[src/lbfd_pkg.sv]
// Shared types, register codes and constants for the light beacon frame decoder.
// No dependencies; every other file imports this package.
package lbfd_pkg;

  localparam int SAMPLE_BITS = 12;
  localparam int SUM_BITS    = 28;
  localparam int FRAME_BITS  = 14;
  localparam int BEACONS     = 3;
  localparam int BEACON_IDX_W = 2;
  localparam int CODE_BITS   = 8;
  localparam int MATCH_BITS  = 4;

  localparam logic [FRAME_BITS-1:0] FRAME_CAP = 14'd8192;
  localparam logic [SUM_BITS-1:0]   SUM_MAX   = {SUM_BITS{1'b1}};

  localparam int SYNC_BITS_DEF     = 8;
  localparam int ID_BITS_DEF       = 8;
  localparam int LEVEL_SAMPLES_DEF = 8;

  localparam int CFG_IDX_W  = 3;
  localparam int CFG_DATA_W = 12;

  localparam logic [CFG_IDX_W-1:0] CFG_BIT_THRESHOLD  = 3'd0;
  localparam logic [CFG_IDX_W-1:0] CFG_SYNC_PATTERN   = 3'd1;
  localparam logic [CFG_IDX_W-1:0] CFG_BEACON0_CODE   = 3'd2;
  localparam logic [CFG_IDX_W-1:0] CFG_BEACON1_CODE   = 3'd3;
  localparam logic [CFG_IDX_W-1:0] CFG_BEACON2_CODE   = 3'd4;
  localparam logic [CFG_IDX_W-1:0] CFG_MIN_MATCH_BITS = 3'd5;

  localparam logic [SAMPLE_BITS-1:0] THRESHOLD_RST = 12'd1800;
  localparam logic [CODE_BITS-1:0]   SYNC_RST      = 8'd170;
  localparam logic [CODE_BITS-1:0]   BEACON0_RST   = 8'd10;
  localparam logic [CODE_BITS-1:0]   BEACON1_RST   = 8'd45;
  localparam logic [CODE_BITS-1:0]   BEACON2_RST   = 8'd25;
  localparam logic [MATCH_BITS-1:0]  MIN_MATCH_RST = 4'd8;

  typedef struct packed {
    logic [SAMPLE_BITS-1:0] sample;
    logic                   end_of_buffer;
  } in_item_t;

  typedef struct packed {
    logic [SAMPLE_BITS-1:0] beacon0_level;
    logic [SAMPLE_BITS-1:0] beacon1_level;
    logic [SAMPLE_BITS-1:0] beacon2_level;
    logic [FRAME_BITS-1:0]  beacon0_frames;
    logic [FRAME_BITS-1:0]  beacon1_frames;
    logic [FRAME_BITS-1:0]  beacon2_frames;
  } out_item_t;

  typedef struct packed {
    logic                    shift;
    logic                    eval;
    logic                    div_start;
    logic                    div_store;
    logic                    load_out;
    logic                    clear;
    logic [BEACON_IDX_W-1:0] beacon;
  } cmd_t;

  typedef struct packed {
    logic div_done;
  } status_t;

endpackage

[src/lbfd_div.sv]
// Restoring divider: sum over divisor, one quotient bit per cycle.
// Depends on lbfd_pkg. Quotient is known to fit SAMPLE_BITS; zero divisor gives 0.
module lbfd_div
  import lbfd_pkg::*;
#(
  parameter int DIVR_W = 18
) (
  input  logic                   clk,
  input  logic                   rst,
  input  logic                   start,
  input  logic [SUM_BITS-1:0]    dividend,
  input  logic [DIVR_W-1:0]      divisor,
  output logic                   done,
  output logic [SAMPLE_BITS-1:0] quotient
);

  localparam int DSH_W = DIVR_W + SAMPLE_BITS - 1;
  localparam int CMP_W = (DSH_W > SUM_BITS) ? DSH_W : SUM_BITS;
  localparam int CNT_W = $clog2(SAMPLE_BITS);

  logic                   busy;
  logic                   zero;
  logic [CMP_W-1:0]       rem;
  logic [CMP_W-1:0]       dsh;
  logic [SAMPLE_BITS-1:0] quo;
  logic [CNT_W-1:0]       cnt;
  logic                   fits;

  assign fits     = (rem >= dsh);
  assign quotient = zero ? '0 : quo;

  always_ff @(posedge clk) begin
    if (rst) begin
      busy <= 1'b0;
      done <= 1'b0;
    end else begin
      done <= 1'b0;
      if (start) begin
        busy <= 1'b1;
      end else if (busy && (cnt == '0)) begin
        busy <= 1'b0;
        done <= 1'b1;
      end
    end
  end

  // First step tests the top quotient bit: divisor aligned to bit SAMPLE_BITS-1.
  always_ff @(posedge clk) begin
    if (start) begin
      rem  <= CMP_W'(dividend);
      dsh  <= CMP_W'({divisor, {(SAMPLE_BITS-1){1'b0}}});
      quo  <= '0;
      cnt  <= CNT_W'(SAMPLE_BITS - 1);
      zero <= (divisor == '0);
    end else if (busy) begin
      if (fits) begin
        rem <= rem - dsh;
      end
      quo <= {quo[SAMPLE_BITS-2:0], fits};
      dsh <= dsh >> 1;
      cnt <= cnt - 1'b1;
    end
  end

endmodule

[src/lbfd_datapath.sv]
// Datapath: config registers, sample and bit windows, frame match, per-beacon sums
// and counts, shared divider and output register. Depends on lbfd_pkg and lbfd_div.
module lbfd_datapath
  import lbfd_pkg::*;
#(
  parameter int SYNC_BITS     = SYNC_BITS_DEF,
  parameter int ID_BITS       = ID_BITS_DEF,
  parameter int LEVEL_SAMPLES = LEVEL_SAMPLES_DEF
) (
  input  logic                  clk,
  input  logic                  rst,
  input  in_item_t              in_data,
  input  logic                  cfg_write,
  input  logic [CFG_IDX_W-1:0]  cfg_index,
  input  logic [CFG_DATA_W-1:0] cfg_data,
  input  cmd_t                  cmd,
  output status_t               status,
  output out_item_t             out_data
);

  localparam int FRAME_LEN = SYNC_BITS + ID_BITS + LEVEL_SAMPLES;
  localparam int FILL_W    = $clog2(FRAME_LEN + 1);
  localparam int ADD_W     = SAMPLE_BITS + $clog2(LEVEL_SAMPLES);
  localparam int DIVR_W    = FRAME_BITS + $clog2(LEVEL_SAMPLES);
  localparam int SYNC_EXT  = (SYNC_BITS > CODE_BITS) ? SYNC_BITS : CODE_BITS;
  localparam int ID_EXT    = (ID_BITS > CODE_BITS) ? ID_BITS : CODE_BITS;
  localparam int SCORE_W   = $clog2(16 + 1);

  logic [SAMPLE_BITS-1:0] bit_threshold;
  logic [CODE_BITS-1:0]   sync_pattern;
  logic [CODE_BITS-1:0]   beacon_code [BEACONS];
  logic [MATCH_BITS-1:0]  min_match_bits;

  logic [SAMPLE_BITS-1:0] sample_window [FRAME_LEN];
  logic [FRAME_LEN-1:0]   bit_window;
  logic [FILL_W-1:0]      fill_count;
  logic [SUM_BITS-1:0]    level_sums   [BEACONS];
  logic [FRAME_BITS-1:0]  frame_counts [BEACONS];
  logic [SAMPLE_BITS-1:0] level_stage  [BEACONS];

  logic [SYNC_BITS-1:0]      sync_got;
  logic [SYNC_BITS-1:0]      sync_want;
  logic [SYNC_EXT-1:0]       sync_ext;
  logic [ID_BITS-1:0]        id_got;
  logic [ID_BITS-1:0]        id_want  [BEACONS];
  logic [ID_EXT-1:0]         id_ext   [BEACONS];
  logic                      sync_ok;
  logic [BEACONS-1:0]        id_ok;
  logic                      hit;
  logic [BEACON_IDX_W-1:0]   hit_idx;
  logic [ADD_W-1:0]          add;
  logic [SUM_BITS:0]         sum_wide;
  logic [SUM_BITS-1:0]       sum_next;
  logic                      take;
  logic                      div_done;
  logic [SAMPLE_BITS-1:0]    div_quo;
  logic [DIVR_W-1:0]         divisor;

  // Frame fields sit in the bit window with the earliest bit highest.
  assign sync_got  = bit_window[FRAME_LEN-1 -: SYNC_BITS];
  assign id_got    = bit_window[LEVEL_SAMPLES+ID_BITS-1 -: ID_BITS];
  assign sync_ext  = SYNC_EXT'(sync_pattern);
  assign sync_want = sync_ext[SYNC_BITS-1:0];
  assign sync_ok   = (SCORE_W'($countones(~(sync_got ^ sync_want))) >=
                      SCORE_W'(min_match_bits));

  always_comb begin
    for (int b = 0; b < BEACONS; b++) begin
      id_ext[b]  = ID_EXT'(beacon_code[b]);
      id_want[b] = id_ext[b][ID_BITS-1:0];
      id_ok[b]   = (SCORE_W'($countones(~(id_got ^ id_want[b]))) >=
                    SCORE_W'(min_match_bits));
    end
  end

  // First matching code wins.
  always_comb begin
    hit     = 1'b1;
    hit_idx = '0;
    if (id_ok[0]) begin
      hit_idx = BEACON_IDX_W'(0);
    end else if (id_ok[1]) begin
      hit_idx = BEACON_IDX_W'(1);
    end else if (id_ok[2]) begin
      hit_idx = BEACON_IDX_W'(2);
    end else begin
      hit = 1'b0;
    end
  end

  // Sum the newest LEVEL_SAMPLES-1 level samples.
  always_comb begin
    add = '0;
    for (int k = 0; k < LEVEL_SAMPLES - 1; k++) begin
      add = add + ADD_W'(sample_window[k]);
    end
  end

  assign sum_wide = {1'b0, level_sums[hit_idx]} + (SUM_BITS+1)'(add);
  assign sum_next = sum_wide[SUM_BITS] ? SUM_MAX : sum_wide[SUM_BITS-1:0];
  assign take     = cmd.eval && (fill_count == FILL_W'(FRAME_LEN)) && sync_ok && hit &&
                    (frame_counts[hit_idx] < FRAME_CAP);

  always_ff @(posedge clk) begin
    if (rst) begin
      bit_threshold  <= THRESHOLD_RST;
      sync_pattern   <= SYNC_RST;
      beacon_code[0] <= BEACON0_RST;
      beacon_code[1] <= BEACON1_RST;
      beacon_code[2] <= BEACON2_RST;
      min_match_bits <= MIN_MATCH_RST;
    end else if (cfg_write) begin
      unique case (cfg_index)
        CFG_BIT_THRESHOLD:  bit_threshold  <= cfg_data[SAMPLE_BITS-1:0];
        CFG_SYNC_PATTERN:   sync_pattern   <= cfg_data[CODE_BITS-1:0];
        CFG_BEACON0_CODE:   beacon_code[0] <= cfg_data[CODE_BITS-1:0];
        CFG_BEACON1_CODE:   beacon_code[1] <= cfg_data[CODE_BITS-1:0];
        CFG_BEACON2_CODE:   beacon_code[2] <= cfg_data[CODE_BITS-1:0];
        CFG_MIN_MATCH_BITS: min_match_bits <= cfg_data[MATCH_BITS-1:0];
        default: ;
      endcase
    end
  end

  // Window contents need no clear: no frame is tested before the fill count is full.
  always_ff @(posedge clk) begin
    if (cmd.shift) begin
      sample_window[0] <= in_data.sample;
      for (int k = 1; k < FRAME_LEN; k++) begin
        sample_window[k] <= sample_window[k-1];
      end
      bit_window <= {bit_window[FRAME_LEN-2:0], (in_data.sample > bit_threshold)};
    end
  end

  always_ff @(posedge clk) begin
    if (rst || cmd.clear) begin
      fill_count <= '0;
      for (int b = 0; b < BEACONS; b++) begin
        level_sums[b]   <= '0;
        frame_counts[b] <= '0;
      end
    end else begin
      if (cmd.shift && (fill_count != FILL_W'(FRAME_LEN))) begin
        fill_count <= fill_count + 1'b1;
      end
      if (take) begin
        level_sums[hit_idx]   <= sum_next;
        frame_counts[hit_idx] <= frame_counts[hit_idx] + 1'b1;
      end
    end
  end

  assign divisor = DIVR_W'(frame_counts[cmd.beacon]) * DIVR_W'(LEVEL_SAMPLES - 1);

  lbfd_div #(
    .DIVR_W (DIVR_W)
  ) u_div (
    .clk      (clk),
    .rst      (rst),
    .start    (cmd.div_start),
    .dividend (level_sums[cmd.beacon]),
    .divisor  (divisor),
    .done     (div_done),
    .quotient (div_quo)
  );

  assign status.div_done = div_done;

  always_ff @(posedge clk) begin
    if (cmd.div_store) begin
      level_stage[cmd.beacon] <= div_quo;
    end
    if (cmd.load_out) begin
      out_data.beacon0_level  <= level_stage[0];
      out_data.beacon1_level  <= level_stage[1];
      out_data.beacon2_level  <= level_stage[2];
      out_data.beacon0_frames <= frame_counts[0];
      out_data.beacon1_frames <= frame_counts[1];
      out_data.beacon2_frames <= frame_counts[2];
    end
  end

endmodule

[src/lbfd_ctrl.sv]
// Controller: input handshake, per-sample evaluation, end-of-buffer divide sequence
// and output valid. Depends on lbfd_pkg.
module lbfd_ctrl
  import lbfd_pkg::*;
(
  input  logic    clk,
  input  logic    rst,
  input  logic    in_valid,
  input  logic    in_last,
  output logic    in_ready,
  output logic    out_valid,
  input  logic    out_ready,
  input  status_t status,
  output cmd_t    cmd
);

  typedef enum logic [3:0] {
    S_RUN    = 4'b0001,
    S_DSTART = 4'b0010,
    S_DWAIT  = 4'b0100,
    S_FLUSH  = 4'b1000
  } state_t;

  state_t                  state, state_next;
  logic                    pend, pend_next;
  logic                    pend_last, pend_last_next;
  logic [BEACON_IDX_W-1:0] beacon, beacon_next;
  logic                    out_valid_next;
  logic                    accept;

  // Hold off input outside the run state and while the final sample of a buffer still awaits evaluation.
  assign in_ready       = (state == S_RUN) && !(pend && pend_last);
  assign accept         = in_valid && in_ready;
  assign pend_next      = accept;
  assign pend_last_next = accept && in_last;

  always_comb begin
    state_next   = state;
    beacon_next  = beacon;
    cmd          = '0;
    cmd.beacon   = beacon;
    cmd.shift    = accept;
    cmd.eval     = (state == S_RUN) && pend;
    unique case (state)
      S_RUN: begin
        if (pend && pend_last) begin
          beacon_next = '0;
          state_next  = S_DSTART;
        end
      end
      S_DSTART: begin
        cmd.div_start = 1'b1;
        state_next    = S_DWAIT;
      end
      S_DWAIT: begin
        if (status.div_done) begin
          cmd.div_store = 1'b1;
          if (beacon == BEACON_IDX_W'(BEACONS - 1)) begin
            state_next = S_FLUSH;
          end else begin
            beacon_next = beacon + 1'b1;
            state_next  = S_DSTART;
          end
        end
      end
      S_FLUSH: begin
        if (!out_valid || out_ready) begin
          cmd.load_out = 1'b1;
          cmd.clear    = 1'b1;
          state_next   = S_RUN;
        end
      end
      default: state_next = S_RUN;
    endcase
  end

  assign out_valid_next = cmd.load_out ? 1'b1 : (out_ready ? 1'b0 : out_valid);

  always_ff @(posedge clk) begin
    if (rst) begin
      state     <= S_RUN;
      pend      <= 1'b0;
      pend_last <= 1'b0;
      beacon    <= '0;
      out_valid <= 1'b0;
    end else begin
      state     <= state_next;
      pend      <= pend_next;
      pend_last <= pend_last_next;
      beacon    <= beacon_next;
      out_valid <= out_valid_next;
    end
  end

endmodule

[src/light_beacon_frame_decoder_unit.sv]
// Top level of the light beacon frame decoder: controller plus datapath.
// Depends on lbfd_pkg, lbfd_ctrl, lbfd_datapath (which holds lbfd_div).
//
//  channel | signals                          | payload
//  --------+----------------------------------+-------------------------------------
//  in      | in_valid / in_ready              | in_data: sample, end_of_buffer
//  out     | out_valid / out_ready            | out_data: levels and frame counts
//  cfg     | cfg_valid / cfg_ready (always 1) | cfg_index, cfg_data
//
// One sample per cycle while input is not stalled: each sample is shifted in at acceptance and matched and
// summed in the following cycle, overlapped with the next acceptance.
// After an end_of_buffer sample, input stalls: the sample is evaluated, then three averages
// go in turn through one shared divider (one quotient bit per cycle), then the output
// is loaded and the sums and counts are cleared.
// The load waits further while a previous result has not been taken.
// Reset is synchronous and restores the register defaults and empty sums.
module light_beacon_frame_decoder_unit
  import lbfd_pkg::*;
#(
  parameter int SYNC_BITS     = SYNC_BITS_DEF,
  parameter int ID_BITS       = ID_BITS_DEF,
  parameter int LEVEL_SAMPLES = LEVEL_SAMPLES_DEF
) (
  input  logic                  clk,
  input  logic                  rst,
  input  logic                  in_valid,
  output logic                  in_ready,
  input  in_item_t              in_data,
  output logic                  out_valid,
  input  logic                  out_ready,
  output out_item_t             out_data,
  input  logic                  cfg_valid,
  output logic                  cfg_ready,
  input  logic [CFG_IDX_W-1:0]  cfg_index,
  input  logic [CFG_DATA_W-1:0] cfg_data
);

  cmd_t    cmd;
  status_t status;

  assign cfg_ready = 1'b1;

  lbfd_ctrl u_ctrl (
    .clk       (clk),
    .rst       (rst),
    .in_valid  (in_valid),
    .in_last   (in_data.end_of_buffer),
    .in_ready  (in_ready),
    .out_valid (out_valid),
    .out_ready (out_ready),
    .status    (status),
    .cmd       (cmd)
  );

  lbfd_datapath #(
    .SYNC_BITS     (SYNC_BITS),
    .ID_BITS       (ID_BITS),
    .LEVEL_SAMPLES (LEVEL_SAMPLES)
  ) u_dp (
    .clk       (clk),
    .rst       (rst),
    .in_data   (in_data),
    .cfg_write (cfg_valid && cfg_ready),
    .cfg_index (cfg_index),
    .cfg_data  (cfg_data),
    .cmd       (cmd),
    .status    (status),
    .out_data  (out_data)
  );

endmodule

[config.mk]
export PLATFORM = sky130hd
export DESIGN_NAME = light_beacon_frame_decoder_unit
export DESIGN_NICKNAME = d
export VERILOG_FILES = /design/src/lbfd_pkg.sv /design/src/lbfd_div.sv /design/src/lbfd_datapath.sv /design/src/lbfd_ctrl.sv /design/src/light_beacon_frame_decoder_unit.sv
export SDC_FILE = /design/constraint.sdc
export NUM_CORES = 1
export LEC_CHECK = 0
export ABC_AREA = 1
export BUFFER_PORTS_ARGS = -buffer_cell sky130_fd_sc_hd__buf_2
export CELL_PAD_IN_SITES_DETAIL_PLACEMENT = 1
export CELL_PAD_IN_SITES_GLOBAL_PLACEMENT = 1
export CORE_UTILIZATION = 50
export CTS_BUF_LIST = sky130_fd_sc_hd__clkbuf_8 sky130_fd_sc_hd__clkbuf_16
export CTS_CLUSTER_SIZE = 20
export DETAILED_ROUTE_END_ITERATION = 8
export GPL_TIMING_DRIVEN = 0
export PLACE_DENSITY = 0.89
export SLEW_MARGIN = 20
export SYNTH_ARGS = -nofsm -noshare
export SYNTH_HDL_FRONTEND = slang
export SYNTH_SLANG_ARGS = --single-unit
[constraint.sdc]
create_clock -name clk -period 7.2 [get_ports clk]
set_clock_uncertainty 0.05 [all_clocks]
set_input_delay 0.36 -clock clk [delete_from_list [all_inputs] [get_ports clk]]
set_output_delay 0.36 -clock clk [all_outputs]
set_load 0.1 [all_outputs]
# Yosys cells after proc, flatten, opt, wreduce, memory -nomap -nowiden
# Memories as Yosys holds them, arrays and structs flattened. A register that Yosys moved wholly into a read port is not among the register bits.
# Index checks and enable logic that the tools add are counted.
# totals
mem_bits_ro,0
memories,5
out_inout_bits,81
latchBits,0
reg_bits,137
ramBits,474
# mem_list
name,depth,width,rd,rd_clocked_by_memory_dff,wr,line,text
u_dp.sample_window,24,12,23,0,24,lbfd_datapath.sv:34,logic [SAMPLE_BITS-1:0] sample_window [FRAME_LEN];
u_dp.level_sums,3,28,2,1,3,lbfd_datapath.sv:37,logic [SUM_BITS-1:0] level_sums [BEACONS];
u_dp.frame_counts,3,14,5,4,3,lbfd_datapath.sv:38,logic [FRAME_BITS-1:0] frame_counts [BEACONS];
u_dp.level_stage,3,12,3,3,1,lbfd_datapath.sv:39,logic [SAMPLE_BITS-1:0] level_stage [BEACONS];
u_dp.beacon_code,3,8,3,0,3,lbfd_datapath.sv:31,logic [CODE_BITS-1:0] beacon_code [BEACONS];
# op_classes
n_div,0
n_eq_ne,16
n_mul,1
n_shift,0
n_lt_le_gt_ge,7
add_sub_neg,40
bitwise,11
n_reduce_logical,32
n_mux,68
# ops
operator,n
two-way mux 28 bit,7
adder 15 x 12 -> 15 bit,5
adder 5 bit,12
two-way mux 1 bit,36
adder 1 x 1 -> 2 bit,16
inverter 8 bit,4
bitwise XOR 8 bit,4
adder 28 x 15 -> 29 bit,1
greater-or-equal comparator 28 bit,1
two-way mux 2 bit,14
OR reduction 28 bit,1
subtractor 28 bit,1
two-way mux 8 bit,3
greater-or-equal comparator 5 x 4 -> 1 bit,4
logical NOT 17 bit,1
"multiplier 14 x 3 -> 17 bit, second input constant",1
two-way mux 4 bit,4
one-hot mux 4 bit (4 select lines),1
"adder 14 x 1 -> 14 bit, second input constant",1
"< comparator 14 bit, second input constant",1
two-way mux 14 bit,1
OR reduction 14 bit,1
adder 12 x 12 -> 13 bit,1
> comparator 12 bit,1
28 further kinds,53

# Depth between registers and ports, before layout
# Gate-level depths: netlist of the first run.
# An unclocked memory read counts as a cell.
# logic_depth
depth_word,18
ltp_mapped,38

# Modules after synthesis
# From an unflattened synthesis of the first run, not the netlist that was laid out.
# unflattened
hier_cells,2780
area_unflattened_um2,28167.0
# modules_own_cells
mod,seq_area_each_um2,cells_each,area_per_inst_um2,instances
lbfd_datapath,13012.5,1957,22525.4,1
lbfd_div,1961.9,751,5141.2,1
lbfd_ctrl,180.2,70,489.2,1
light_beacon_frame_decoder_unit,0.0,2,11.3,1

# Least setup slack after synthesis of the first run
# OpenSTA, ideal clock, no wires.
# synth_path
kind,reg-to-reg
start,register u_ctrl.out_valid
end,"memory u_dp.frame_counts[0][0], enable pin"
synth_period_minus_slack_ps,6622
t_arrival_ps,6027
required_ps,6605
path_stages_with_launch,13
setup_slack_ps,578
n_path_buf,2
path_cell_list,dfxtp_1 -> inv_1 -> nor2_1 -> nor2_1 -> inv_1 -> nand2_1 -> nor3_1 -> o21ai_0 -> nor2_1 -> nand3_1 -> buf_2 -> buf_1 -> nand2_1
# synth_rtl
element,line,text
from (decl),lbfd_ctrl.sv:11,"output logic out_valid,"
from (signal assigned),lbfd_ctrl.sv:91,out_valid <= out_valid_next;
to (decl),lbfd_datapath.sv:38,

==> results of run 1 <==
==> worst max-delay path, delay by kind of cell (launching register included) <==
kind	cells	cell delay (ps)
AO/OA/AOI/OAI	5	790
AND/OR/NAND/NOR	13	1830
XOR/XNOR	2	510
flip-flops	1	410
adder cells (fa/ha/maj)	7	2730
buffers and inverters	8	1050
==> per-stage QoR <==
stage	TNS (ps)	setup slack [ps]	instance area, um^2	utilization, %	instances
global placement	-433560	-2960	29700	53.7	3672
floorplan	0	578	28200	-	2813
CTS	0	14.8	32200	58.4	3811
global route	-38950	-504	32900	59.6	3834
finish	-20760	-364	32900	59.6	3834
detailed placement	-95960	-1000	29900	54.1	3678
==> cells by family after synthesis <==
kind of cell | Yosys count | share of synthesized area (%)
AO/OA/AOI/OAI | 499 | 9.96
XOR/XNOR | 100 | 3.18
adder cells (fa/ha/maj) | 227 | 12.3
flip-flops | 529 | 54.2
buffers and inverters | 526 | 7.34
AND/OR/NAND/NOR | 889 | 12.9
other | 2 | 0.0268
==> state kept, by name, indices dropped and copies added, names as in the netlist, 24 cells and up, named ones only <==
register	flops
out_data	78
u_dp.beacon_code	24
u_dp.bit_window	24
u_dp.frame_counts	56
u_dp.level_stage	36
u_dp.level_sums	112
u_dp.sample_window	84
u_dp.u_div.dsh	28
u_dp.u_div.rem	28
==> placed cells by master, fill, tap and decap left out, types with 12 or more instances in the layout <==
cell,count
o21ai_1,16
clkbuf_1,52
edfxtp_1,460
nand2_2,12
nor3_1,15
o21ai_0,191
a22oi_1,23
fa_1,78
dfxtp_1,69
nor2_2,31
conb_1,43
nor2_1,254
buf_2,118
o22ai_1,13
buf_4,32
inv_1,446
clkbuf_16,60
nand2_1,430
xnor2_1,49
dlygate4sd3_1,19
nor2_4,18
a31oi_1,15
a21oi_1,153
ha_1,133
nand3_1,70
xor2_1,45
nand4_1,21
clkinv_2,12
==> final cells by class <==
cell class | instances | share of cell area (%)
clock inverter | 44 | 1.20
inverter | 446 | 5.11
buffer | 79 | 1.32
timing repair buffer | 167 | 3.59
tap | 748 | 2.85
antenna | 1 | 0.00761
sequential | 529 | 46.2
multi-input combinational | 1758 | 35.1
clock buffer | 62 | 4.58
==> metal layers <==
layer,track usage [%],share of wire [%],vias up
li1,-,-,9751
met1,36.3,36,11400
met2,57.1,50,1363
met3,5.30,8.5,440
met4,14.6,5.9,4
met5,0,0.052,-
==> timing repair <==
item | in CTS | in global routing
hold buffers | 19 | 0
buffers inserted | 9 | 20
hold endpoints to repair | 20 | 0
resized for setup | 59 | 124
setup endpoints to repair | 112 | 112
pin swaps | 8 | 50
gates cloned | 0 | 2
==> worst max-delay path by stage <==
stage / start / endpoint / slack, ps / cells past startpoint
floorplan: u_ctrl.out_valid$_SDFFE_PP0P_ / u_dp.frame_counts[0][0]$_SDFFCE_PN0P_ / 580 / 12
global placement: u_ctrl.state[0]$_SDFFE_PP1P_ / u_dp.frame_counts[0][6]$_SDFFCE_PN0P_ / -2960 / 12
detailed placement: u_dp.bit_window[9]$_DFFE_PP_ / u_dp.level_sums[2][25]$_SDFFCE_PN0P_ / -1000 / 32
CTS: u_dp.sample_window[0][0]$_DFFE_PP_ / u_dp.level_sums[0][21]$_SDFFCE_PN0P_ / 10 / 36
global route: u_dp.sample_window[0][0]$_DFFE_PP_ / u_dp.level_sums[1][7]$_SDFFCE_PN0P_ / -500 / 35
finish: u_dp.sample_window[0][0]$_DFFE_PP_ / u_dp.level_sums[1][7]$_SDFFCE_PN0P_ / -360 / 35
==> run metrics, run 1 <==
die width=between 200 and 250 um; first-pass GRT wire length=136,000 um; Layout Nets=~3,300; Tightest Pin Transition=1090 ps; Yosys warnings=0; Sink Count=529; worst r2r dst=u_dp.level_sums[1][7]$_SDFFCE_PN0P_; GRT overflow=0; worst reg2reg path depth=35; CP Max Fanout=5; min-delay worst type=in -> reg; row count=86; Total Wirelength=98,900 um; clock slew at reported path FFs=70 ps; GRT Total Usage=between 30% and 40%; EDFF count, synth=460; Worst Hold Launch=cfg_data[4]; max incr delay on CP=610 ps; post-synthesis average cell area=10.1 um^2; clock latency on the worst-skew pair=660 ps; reg2reg start=u_dp.sample_window[0][0]$_DFFE_PP_; Max Freq=132 MHz; number of CTS-inserted buffers=58; Setup CP Type=reg -> reg; Post-Synthesis Cells=2,772; filler instances=5,956; DRC=0; worst slew margin relative to its limit=26.8%; CTS tree=built; initial antenna violation count=3; die area=about 0.057 mm^2; synth top area cells=edfxtp_1 49%, ha_1 6.5%, nand2_1 5.9%; Die Y=239 um; 1st-iter DRT viols=2,360; CP max stage cell=fa_1; largest area contributor in the netlist=edfxtp_1; routability cong.=between 0.9 and 1; most common cell in the netlist=edfxtp_1; ys async rst share=0%; Critical Path Start Type=flip-flop; clk root buf=clkbuf_16; # port buffers=111; sequential cell area=between 0.015 and 0.02 mm^2; Final Cycle Share=105%; CP arrival=7960 ps; fin worst setup slack=-364 ps; Netlist Area Pre-Place=0.0280 mm^2; setup violators final=110; core area=0.0552 mm^2; Min Hold Slack=-11.0 ps; H-tree depth=2; vias per cell=between 5 and 6; worst endpoint required time=approximately 7600 ps; fraction of layout cells with a size suffix above 1=13.4%; hold depth=3; top-area cell type share of the netlist area=49.3%; max cap viols=0; HPWL after DPL=63,700 um; Main synth FF type=edfxtp_1; part of the Yosys area used for sequential elements=approximately 54%; antenna-violating nets left=0; Post-synth top cells=460 x edfxtp_1, 444 x nand2_1, 441 x inv_1; Hold Fails Final Rpt=1; Hold Crit Endpoint=u_dp.bit_threshold[4]$_SDFFE_PP0P_; WL/cell=around 26 um; status=finished, violations left; I/O pin cnt=114; Vias=22,900; area of the multi-input gates=approximately 0.012 mm^2; TritonRoute pass-1 iters=6; max-slew violations=0; Period minus WS final=7560 ps; unique cell type count in the Yosys netlist=52; Worst setup EP type=flip-flop; worst reg2reg setup slack=-360 ps; Area growth syn-to-layout=17.4%; vias in the first global route=roughly 24,000; Yosys reg bits=529; Max Root-Sink Buffers=3; pin count of the biggest net entering global routing=80; starting density of the core=50.7%; failing checks=hold timing, setup timing
Power of run 1 is left out: the tool's default activity adds up to more than one toggle a clock period on the data nets, which glitch-free logic cannot reach.
==> inputs of run 2 (changes only) <==
--- a/config.mk
+++ b/config.mk
@@ -15,6 +15,7 @@
 export DETAILED_ROUTE_END_ITERATION = 8
 export GPL_TIMING_DRIVEN = 0
 export PLACE_DENSITY = 0.89
+export REMOVE_ABC_BUFFERS = 1
 export SLEW_MARGIN = 20
 export SYNTH_ARGS = -nofsm -noshare
 export SYNTH_HDL_FRONTEND = slang
==> run 2 against run 1 <==
Final area fell by 1.5%. Routed wire length fell by 7.9%. Critical path type unchanged. Register-to-register slack improved by 270 ps. Die area did not move. Non-clock buffer count fell by 70. Fmax rose by 3.8%. Count of clock-buffer cells in the layout did not move. Worst hold slack improved by 24 ps. The flow finishes with violations (setup timing). Via count fell by 4.2%. Utilization fell by 0.90 points. First-iteration DRC count fell by 11%. Global-route usage fell by 1.7 points.
==> run metrics, run 2 (synthesis results as in run 1) <==
worst slew margin relative to its limit=27.6% (+0.74 points); vias per cell=5.83 (-2.4%); CP max stage cell=fa_1; commonest non-fill, non-tap cell in the layout=edfxtp_1; H-tree depth=2 (unchanged); GRT Total Usage=29.9% (-1.7 points); min-delay worst type=in -> reg; Final Cycle Share=101% (-3.8 points); Hold Fails Final Rpt=0 (-1); WL/cell=24.2 um (-6.2%); max incr delay on CP=560 ps (-50 ps); number of flip-flops in the largest register=112 (unchanged); Worst setup EP type=flip-flop; hold depth=3 (unchanged); Top reg by flops=u_dp.level_sums; failing checks=setup timing; I/O pin cnt=114 (unchanged); Area growth syn-to-layout=15.6%; DP Worst Slack=-930 ps (+73.3 ps); antenna-violating nets left=0 (unchanged); ANT cells=0 (-1); die width=239 um (unchanged); crit path buf inv count=4 (-4); fin worst setup slack=-89.1 ps (+275 ps); 1st-iter DRT viols=2,097 (-11%); starting density of the core=50.7% (unchanged); HPWL after DPL=55,700 um (-13%); Tightest Pin Transition=1080 ps (-1.21 ps); CTS tree=built; # port buffers=112 (+0.90%); GRT overflow=0 (unchanged); first-pass GRT wire length=131,000 um (-3.7%); Layout Nets=3,229 (-2.1%); Max Freq=137 MHz (+3.8%); CP Max Fanout=5 (unchanged); number of CTS-inserted buffers=57 (-1.7%); die area=0.0570 mm^2 (unchanged); Total Wirelength=91,000 um (-7.9%); Setup CP Type=reg -> reg; DRC=0 (unchanged); Die Y=239 um (unchanged); worst endpoint required time=7560 ps (-40 ps); clk root buf=clkbuf_16; Sink Count=529 (unchanged); setup violators final=4 (-96%); Placed Area=0.0297 mm^2 (-0.39%); row count=86 (unchanged); Vias=21,900 (-4.2%); max cap viols=0 (unchanged); max-slew violations=0 (unchanged); family with the most delay on the worst path=adder cells; pin count of the biggest net entering global routing=77 (-3.8%); TritonRoute pass-1 iters=5 (-1); fraction of layout cells with a size suffix above 1=11.7% (-1.7 points); routability cong.=0.913 (-4.0%); Critical Path Start Type=flip-flop; initial antenna violation count=0 (-3); core area=0.0552 mm^2 (unchanged); commonest cells after routing, fill and taps aside=460 x edfxtp_1, 448 x inv_1, 435 x nand2_1; Non-Filler Cell Area, Final=0.0324 mm^2 (-1.5%); worst reg2reg path depth=31 (-11%); status=finished, violations left; CP arrival=7640 ps (-320 ps); Period minus WS final=7290 ps (-275 ps); Crit path depth=31 (-11%); largest registers=u_dp.level_sums: 112 flops, u_dp.sample_window: 84 flops, out_data: 78 flops; clock latency on the worst-skew pair=660 ps (about the same); clock slew at reported path FFs=70 ps (about the same); vias in the first global route=23,900 (-0.38%); Max Root-Sink Buffers=3 (unchanged)
==> run 2: per-stage QoR <==
stage / util (%) / std cells / hold WS [ps] / TNS [ps]
after detailed placement: 53.9 / 3613 / 357 / -83360
after global routing: 58.7 / 3763 / 40.2 / -19510
after floorplan: - / 2733 / 350 / 0
after global placement: 53.0 / 3593 / 354 / -683250
final: 58.7 / 3763 / 12.8 / -186
after CTS: 58.0 / 3751 / 10.2 / 0
==> run 2: what timing repair did <==
item                                    4_1_cts  5_1_grt
pin swaps                                     5       19
cloned                                        0        2
endpoints found under the hold margin        29        0
resized for setup                            32       52
endpoints found under the setup margin      112      112
setup buffers                                 8       10
hold buffers                                 25        0
==> run 2: final cells by class <==
type / instances / area, um^2
well taps: 748 / 936
multi-input cells: 1759 / 11300
fillers: 5956 / 22800
clock inverters: 43 / 359
inverters: 446 / 1690
clock buffers: 62 / 1510
flip-flops and latches: 529 / 15200
repair buffers: 176 / 1360
==> run 2: path summary, 6_finish.rpt <==
kind | slack, ps | endpoint | start
setup / recovery | -90 | u_dp.level_sums[0][25]$_SDFFCE_PN0P_ | u_dp.sample_window[0][1]$_DFFE_PP_
setup reg to reg | -90 | u_dp.level_sums[0][25]$_SDFFCE_PN0P_ | u_dp.sample_window[0][1]$_DFFE_PP_
hold / removal | 10 | u_dp.sync_ext[2]$_SDFFE_PP0P_ | cfg_data[2]
hold reg to reg | 330 | out_data[66]$_DFFE_PP_ | u_dp.level_stage[0][0]$_DFFE_PP_
==> run 2: tightest hold or removal path, stage by stage <==
cell	delay, ps
buf_2	90
inv_1	90
a21oi_1	130
==> run 2: layer usage <==
metal  track usage (%)  vias up  routed length [um]
met1              32.5    10900               32800
met5                 0        -                   0
li1                  -     9596                   -
met3              5.13      370                5790
met4              15.0        0                4940
met2              55.6     1100               47500
Power of run 2 is left out for the same reason.
